<file path="src/sv/lha_pkg.sv">
// ----------------------------------------------------------------------------
// lha_pkg
// Shared types, constants and register indexes of the line Hough accumulator.
// ----------------------------------------------------------------------------
package lha_pkg;

   // default sizes of the vote store
   localparam int DefSlopeBins     = 2048;
   localparam int DefInterceptBins = 256;
   localparam int DefCountBits     = 16;

   // field widths of the streams and registers
   localparam int CoordW     = 16;
   localparam int SlopeBinW  = 11;
   localparam int IcptBinW   = 8;
   localparam int CountOutW  = 16;
   localparam int CsrIndexW  = 2;
   localparam int CsrDataW   = 24;
   localparam int ReqDataW   = 56;

   // register reset values
   localparam logic signed [23:0] SlopeLowReset  = -24'sd6553600;
   localparam logic [22:0]        SlopeStepReset = 23'd6554;
   localparam logic signed [15:0] IcptLowReset   = -16'sd2560;
   localparam logic [15:0]        IcptScaleReset = 16'd2560;

   // register indexes
   localparam logic [CsrIndexW-1:0] CSR_SLOPE_LOW  = 2'd0;
   localparam logic [CsrIndexW-1:0] CSR_SLOPE_STEP = 2'd1;
   localparam logic [CsrIndexW-1:0] CSR_ICPT_LOW   = 2'd2;
   localparam logic [CsrIndexW-1:0] CSR_ICPT_SCALE = 2'd3;

   // opcodes on the request stream
   localparam logic [1:0] OP_ADD   = 2'd0;
   localparam logic [1:0] OP_READ  = 2'd1;
   localparam logic [1:0] OP_CLEAR = 2'd2;

   typedef enum logic [1:0] {
      CMD_ADD,
      CMD_READ,
      CMD_CLEAR
   } lha_kind_type;

   // one queued command
   typedef struct packed {
      lha_kind_type              kind;
      logic signed [CoordW-1:0]  hit_x;
      logic signed [CoordW-1:0]  hit_y;
      logic [SlopeBinW-1:0]      slope_bin;
      logic [IcptBinW-1:0]       intercept_bin;
      logic                      out_of_range;
   } lha_cmd_type;

   // configuration register file contents
   typedef struct packed {
      logic signed [23:0] slope_low;
      logic [22:0]        slope_step;
      logic signed [15:0] intercept_low;
      logic [15:0]        intercept_scale;
   } lha_cfg_type;

   typedef enum logic [2:0] {
      ST_CLEAR,
      ST_IDLE,
      ST_SETUP,
      ST_PRELOAD,
      ST_SWEEP,
      ST_READ,
      ST_READ_WAIT
   } lha_state_type;

endpackage

</file>
<file path="src/sv/lha_front.sv">
// ----------------------------------------------------------------------------
// lha_front
// Request intake: decodes the opcode, drops unused opcodes, range-checks reads, two-entry queue.
// ----------------------------------------------------------------------------
module lha_front import lha_pkg::*; #(
   parameter int SLOPE_BINS     = DefSlopeBins,
   parameter int INTERCEPT_BINS = DefInterceptBins
) (
   input  logic                clock,
   input  logic                reset,
   input  logic                req_tvalid,
   output logic                req_tready,
   input  logic [ReqDataW-1:0] req_tdata,
   input  logic [1:0]          req_tuser,
   output logic                q_valid,
   output lha_cmd_type         q_head,
   input  logic                q_pop
);

   lha_cmd_type entry_ff [2];
   logic        wr_ptr_ff, wr_ptr_in;
   logic        rd_ptr_ff, rd_ptr_in;
   logic [1:0]  count_ff, count_in;
   lha_cmd_type cmd;
   logic        keep;
   logic        push;
   logic        pop;

   // classify the request
   always_comb begin
      cmd.hit_x         = req_tdata[15:0];
      cmd.hit_y         = req_tdata[31:16];
      cmd.slope_bin     = req_tdata[42:32];
      cmd.intercept_bin = req_tdata[50:43];
      cmd.out_of_range  = (32'(cmd.slope_bin) >= SLOPE_BINS) ||
                          (32'(cmd.intercept_bin) >= INTERCEPT_BINS);
      keep = 1'b1;
      case (req_tuser)
         OP_ADD:   cmd.kind = CMD_ADD;
         OP_READ:  cmd.kind = CMD_READ;
         OP_CLEAR: cmd.kind = CMD_CLEAR;
         default: begin
            cmd.kind = CMD_ADD;
            keep     = 1'b0;
         end
      endcase
   end

   assign req_tready = (count_ff != 2'd2);
   assign push       = req_tvalid && req_tready && keep;
   assign pop        = q_pop && q_valid;
   assign q_valid    = (count_ff != 2'd0);
   assign q_head     = entry_ff[rd_ptr_ff];

   // queue pointers
   always_comb begin
      wr_ptr_in = push ? !wr_ptr_ff : wr_ptr_ff;
      rd_ptr_in = pop ? !rd_ptr_ff : rd_ptr_ff;
      count_in  = count_ff + 2'(push) - 2'(pop);
   end

   always_ff @(posedge clock) begin
      if (reset) begin
         wr_ptr_ff <= 1'b0;
         rd_ptr_ff <= 1'b0;
         count_ff  <= 2'd0;
      end else begin
         wr_ptr_ff <= wr_ptr_in;
         rd_ptr_ff <= rd_ptr_in;
         count_ff  <= count_in;
      end
   end

   // queue storage
   always_ff @(posedge clock) begin
      if (push) begin
         entry_ff[wr_ptr_ff] <= cmd;
      end
   end

endmodule

</file>
<file path="config.mk">
export PLATFORM = sky130hd
export DESIGN_NAME = lha_front
export DESIGN_NICKNAME = d
export VERILOG_FILES = /design/src/sv/lha_pkg.sv /design/src/sv/lha_front.sv
export SDC_FILE = /design/constraint.sdc
export NUM_CORES = 1
export LEC_CHECK = 0
export BUFFER_PORTS_ARGS = -buffer_cell sky130_fd_sc_hd__buf_2
export CAP_MARGIN = 20
export CELL_PAD_IN_SITES_DETAIL_PLACEMENT = 0
export CELL_PAD_IN_SITES_GLOBAL_PLACEMENT = 1
export CORE_MARGIN = 5
export CORE_UTILIZATION = 43
export DETAILED_ROUTE_END_ITERATION = 16
export PLACE_DENSITY = 0.87
export SLEW_MARGIN = 20
export SYNTH_ARGS = -nofsm -noshare
export SYNTH_HDL_FRONTEND = slang
export SYNTH_SLANG_ARGS = --single-unit
</file>
<file path="constraint.sdc">
create_clock -name clock -period 4.68 [get_ports clock]
set_clock_uncertainty 0.2 [all_clocks]
set_input_delay 0 -clock clock [delete_from_list [all_inputs] [get_ports clock]]
set_output_delay 0 -clock clock [all_outputs]
set_load 0.05 [all_outputs]
</file>
---- After elaboration in Yosys (flattened, before gate mapping) ----
Memories as Yosys holds them, arrays and structs flattened. A register that Yosys moved wholly into a read port is not among the register bits.
Cells that the tools add are included.
storage, ports and cells
  bits in latches ......................... 0
  input port bits ......................... 62
  memory bits (read-only) ................. 0
  RAM bits ................................ 106
  flip-flop bits (word level) ............. 4
  memories ................................ 1
  word-level logic and storage cells ...... 23
  output and inout bits ................... 56
cells by class
  shift-type cells ........................ 0
  add/subtract/negate cells ............... 2
  eq/ne operators ......................... 3
  muxes and demuxes ....................... 6
  bitwise logic cells ..................... 0
  magnitude comparators ................... 0
  reductions and logical operators ........ 8
  multipliers ............................. 0
  divide/modulo/power cells ............... 0
memory list
  memory    depth  bits a word  read ports  clocked after memory_dff  write ports  RTL line         source
  entry_ff  2      53           1           1                         1            lha_front.sv:20  lha_cmd_type entry_ff [2];
operator list
  kind                count
  $mux 1              5
  $pmux 2 s2          1
  $logic_and 1x1->1   3
  $reduce_or 3->1     1
  $add 2x1->2         1
  $eq 2x1->1 const B  1
  $eq 2x2->1 const B  1
  $logic_not 1->1     2
  $logic_not 2->1     1
  $ne 2x2->1 const B  1
  $reduce_bool 2->1   1
  $sub 2x1->2         1

---- Logic depth before layout (Yosys ltp) ----
  depth in word-level cells ............... 6
  gate-level depth with buffers ........... 7
  mapped depth without buffers ............ 7

---- Worst setup path after synthesis ----
Ideal clock, no wire load.
  path type ............................... reg2reg
  start ................................... register count_ff[0]
  end ..................................... memory entry_ff[0][0] (netlist name) (enable)
  arrival ................................. 3.270 ns
  buffers on the path ..................... 0
  required time ........................... 4.016 ns
  path slack .............................. 0.746 ns
  stages on the path, launching flop included .. 4
  library setup time ...................... 0.464 ns
  clock period less this slack ............ 3.934 ns
  cells stage by stage .................... dfxtp_1 nand2b_1 nand2_1 nor2_1
between the ends
  word-level cells in the longest chain between the ends .. 5
RTL lines
  what                             RTL line         source
  start, declared                  lha_front.sv:23  logic [1:0] count_ff, count_in;
  start signal, assigned           lha_front.sv:70  count_ff <= count_in;
  $ne 2x2->1                       lha_front.sv:49  assign req_tready = (count_ff != 2'd2);
  net req_tready                   lha_front.sv:12  output logic req_tready,
  $logic_and 1x1->1 (2 in series)  lha_front.sv:50  assign push = req_tvalid && req_tready && keep;
  $mux 1                           lha_front.sv:76  if (push) begin
  $mux 1 (implied by the code)     lha_front.sv:77  entry_ff[wr_ptr_ff] <= cmd;
  end, declared                    lha_front.sv:20
The timed path passes the listed nets, and every way through them passes these cells.

---- Worst setup path in the final report ----
  start ................................... input port req_tuser[0]
  end ..................................... memory entry_ff[0][50] (netlist name) (enable)
between the ends
  word-level cells in the longest chain between the ends .. 6
  elaborated cells on any way between the ends .. 8
  classes of those cells .................. eq/ne (2); mux (3); reduce/logical (3)
RTL lines
  what                                      RTL line         source
  start, declared                           lha_front.sv:14  input logic [1:0] req_tuser,
  $eq 2x2->1, or another cell as far along  lha_front.sv:38  case (req_tuser)
  $reduce_or 3->1 (no line) *               --
  $mux 1 *                                  lha_front.sv:38
  $logic_and 1x1->1 *                       lha_front.sv:50
  $mux 1 *                                  lha_front.sv:76
  $mux 1 (implied by the code) *            lha_front.sv:77
Mark *: on every way between the ends. The rest lies on a longest branch, timed or not.

==> results by group <==
Status
  – Status: complete, no violations

Timing
  – Min Tclk post-route: 2850 ps
  – Slew headroom: about half
  – Slew @ Worst Pin: between 700 and 800 ps
  – Max-slew violation count: 0
  – Final setup fails: 0
  – RSZ-0062 raised after global routing: false
  – Final WS setup: 1830 ps
  – F_max: 0.351 GHz
  – Final Hold Vio Count: 0
  – Crit share post-route: 60.8%
  – Final TNS setup: 0 ps

Layout
  – Multi-input gate area: 783 um2
  – Diode count: 0
  – Layout cells sized above 1: 48.5%
  – Area grow syn2layout: 36.1%
  – Register Area: 3280 um2
  – Final #Nets: 438
  – Fill cells: 705
  – Final Cell Area: ~5600 um2
  – Post-Layout Cell Count: ~500

Clocking
  – Sink Count: 111
  – CTS tree: yes
  – Clock Pin Slew Worst Setup and Hold Paths: 90 ps
  – CTS H-tree lvls: 3
  – Clk_lat worst skew: around 350 ps
  – TritonCTS Buffers: 9
  – Clock Tree Buf Depth: 2
  – CTS root buf: clkbuf_8
  – Setup bufs post-CTS: 0

Power and ir drop
  – P_leak: 0.00209 uW
  – VDD IR max: around 0.24 mV
  – Power density over cell area: 475 nW/um2

Placed design
  – Placed Cells incl. Taps: approximately 440
  – GP Congestion: a little over 0.7
  – Port Buffer Count: approximately 110
  – Place WS: 2240 ps
  – Post-DP Area: 4810 um2
  – Final HPWL DP: 4.82 mm

Setup path
  – FF-to-FF Start: count_ff[0]$_SDFF_PP0_
  – Crit path max-delay cell type: dlygate4sd3_1
  – Crit. End Element: flip-flop
  – Critical path required time: 4490 ps
  – CP startpoint kind: primary input
  – CP peak stage delay: 590 ps
  – Worst Setup SP: req_tuser[0]
  – Crit-path max FO: 31
  – Delay-heaviest family, CP: buffers and inverters
  – Critical-path cell list: dlygate4sd3_1 > buf_2 > a21boi_2 > dlygate4sd3_1 > nand2_1 > nor2_4 > buf_4
  – WP buf/inv: 4
  – Crit Path Category: primary input to flip-flop
  – Most used cell, CP: dlygate4sd3_1
  – Arrival time worst endpoint: ~2700 ps

Yosys
  – #FFs+latches synth: 111
  – Syn nets: 263
  – Sequential area share after synthesis: between 80% and 90%
  – Synth warnings: 0
  – Syn avg cell area: 20.5 um2
  – Cell count after synthesis: 200
  – Mapped Area: ~4100 um2
  – Post-synthesis cell type count: 23

Die
  – Std-Cell Rows: 35
  – Full die area: roughly 12000 um2
  – Die X: 108 um
  – Die Ht: 108 um
  – Initial Utilization: 44.3%
  – Top Ports: ~120
  – Core Area: 9240 um2

Job
  – Max Cap Violations: 0

Drt
  – Vias per cell: 4.56
  – Routed wire length per instance: 15.2 um
  – Total Wirelength: 7.72 mm
  – DRC errors left: 0
  – Initial drt markers: 66
  – First-pass DRT Iterations: 4
  – Final ANT Viol Nets: 0
  – Vias post-DR: 2314

Min path
  – Hold crit path type: primary input to flip-flop
  – Hold path start: req_tvalid

Global route
  – First-pass GRT wire length: about 12 mm
  – Vias in the first global route: 2511
  – Initial antenna violation count: 0
  – GRT Residual Overflow: 0
  – Largest net degree at the start of global routing: 54
  – Global Route Usage Sum: ~14%
==> worst min-delay path: stages <==
cell and delay (ps):
buf_2 90, a21boi_2 170, a21oi_1 130, or3_1 120, mux2_4 140
==> cells in the mapped netlist (all sizes together) <==
library cell,number,share of area [%]
conb,1,0.092
or2,1,0.15
clkbuf,1,0.092
buf,6,0.79
a21boi,1,0.28
and3,1,0.15
a211oi,1,0.18
nand3,1,0.12
edfxtp,106,78
or3,1,0.15
ha,1,0.31
nor2b,5,0.76
o21ai,1,0.12
mux2,54,15
nor2,6,0.55
a21oi,2,0.24
xor2,2,0.43
dfxtp,5,2.4
nand2,3,0.28
nand2b,1,0.15
==> stage by stage <==
step | util, % | power (uW) | hold WS (ps)
3_5_place_dp | 52.0 | 2080 | -8.75
2_1_floorplan | - | 1900 | -128
3_3_place_gp | 52.0 | 2060 | -13.2
5_1_grt | 60.3 | 2760 | 132
4_1_cts | 60.3 | 2680 | 113
6_report | 60.3 | 2640 | 139
==> final cells by class <==
cell class,count,share of cell area [%]
Tap cell,129,2.90
Clock inverter,6,1.24
Multi-Input combinational cell,82,14.1
Clock buffer,9,2.22
Sequential cell,111,59.0
Timing Repair Buffer,171,20.6
==> power breakdown <==
part	internal, uW	leakage [uW]	switching [uW]
registers	1200	0.00102	49.6
logic	261	0.000970	579
clock network	249	0.0000977	310
==> registers in the layout (all words and copies together), names as in the netlist, named ones only <==
name and count:
count_ff 2, entry_ff 106, rd_ptr_ff 1, wr_ptr_ff 1
==> cell families (layout without fill, tap and decap cells) <==
family | count (synthesis) | count (layout) | share of synthesized area (%)
buffers and inverters | 7 | 186 | 0.886
AND/OR/NAND/NOR | 19 | 19 | 2.32
XOR/XNOR | 2 | 2 | 0.428
flip-flops | 111 | 111 | 80.2
adder cells (fa/ha/maj) | 1 | 1 | 0.306
AO/OA/AOI/OAI | 5 | 5 | 0.825
other | 1 | 1 | 0.0916
multiplexers | 54 | 54 | 14.9
==> placed cells by master (no fill, tap or decap), types with 3 or more instances in the layout <==
cell type,instances
mux2_1,3
nand2_1,3
mux2_2,50
nor2_1,5
nor2b_1,5
dlygate4sd3_1,57
clkbuf_8,9
dfxtp_1,4
buf_4,3
buf_2,111
edfxtp_1,106
==> repair_timing <==
item,in CTS,in global routing
hold endpoints to repair,111,0
hold buffers,57,0
gates resized for setup,0,0
==> per-layer routing <==
metal	vias to the layer above	part of all wire [%]	wire length, um	GRT usage [%]
met1	1119	40	3110	15.7
met4	0	1.1	86	4.33
li1	1121	-	-	-
met3	8	5.0	384	3.60
met2	66	54	4140	25.2
met5	-	0	0	0
==> worst paths after layout <==
| kind | endpoint | slack [ps] | depth (start not counted) |
|---|---|---|---|
| worst max register to register | entry_ff[0][50]$_DFFE_PP_ | 2330 | 4 |
| worst max-delay path | entry_ff[0][50]$_DFFE_PP_ | 1830 | 7 |
| worst min-delay path | count_ff[1]$_SDFF_PP0_ | 140 | 5 |
| worst min register to register | rd_ptr_ff$_SDFFE_PP0P_ | 320 | 2 |
(Power assumes the default switching activity.)
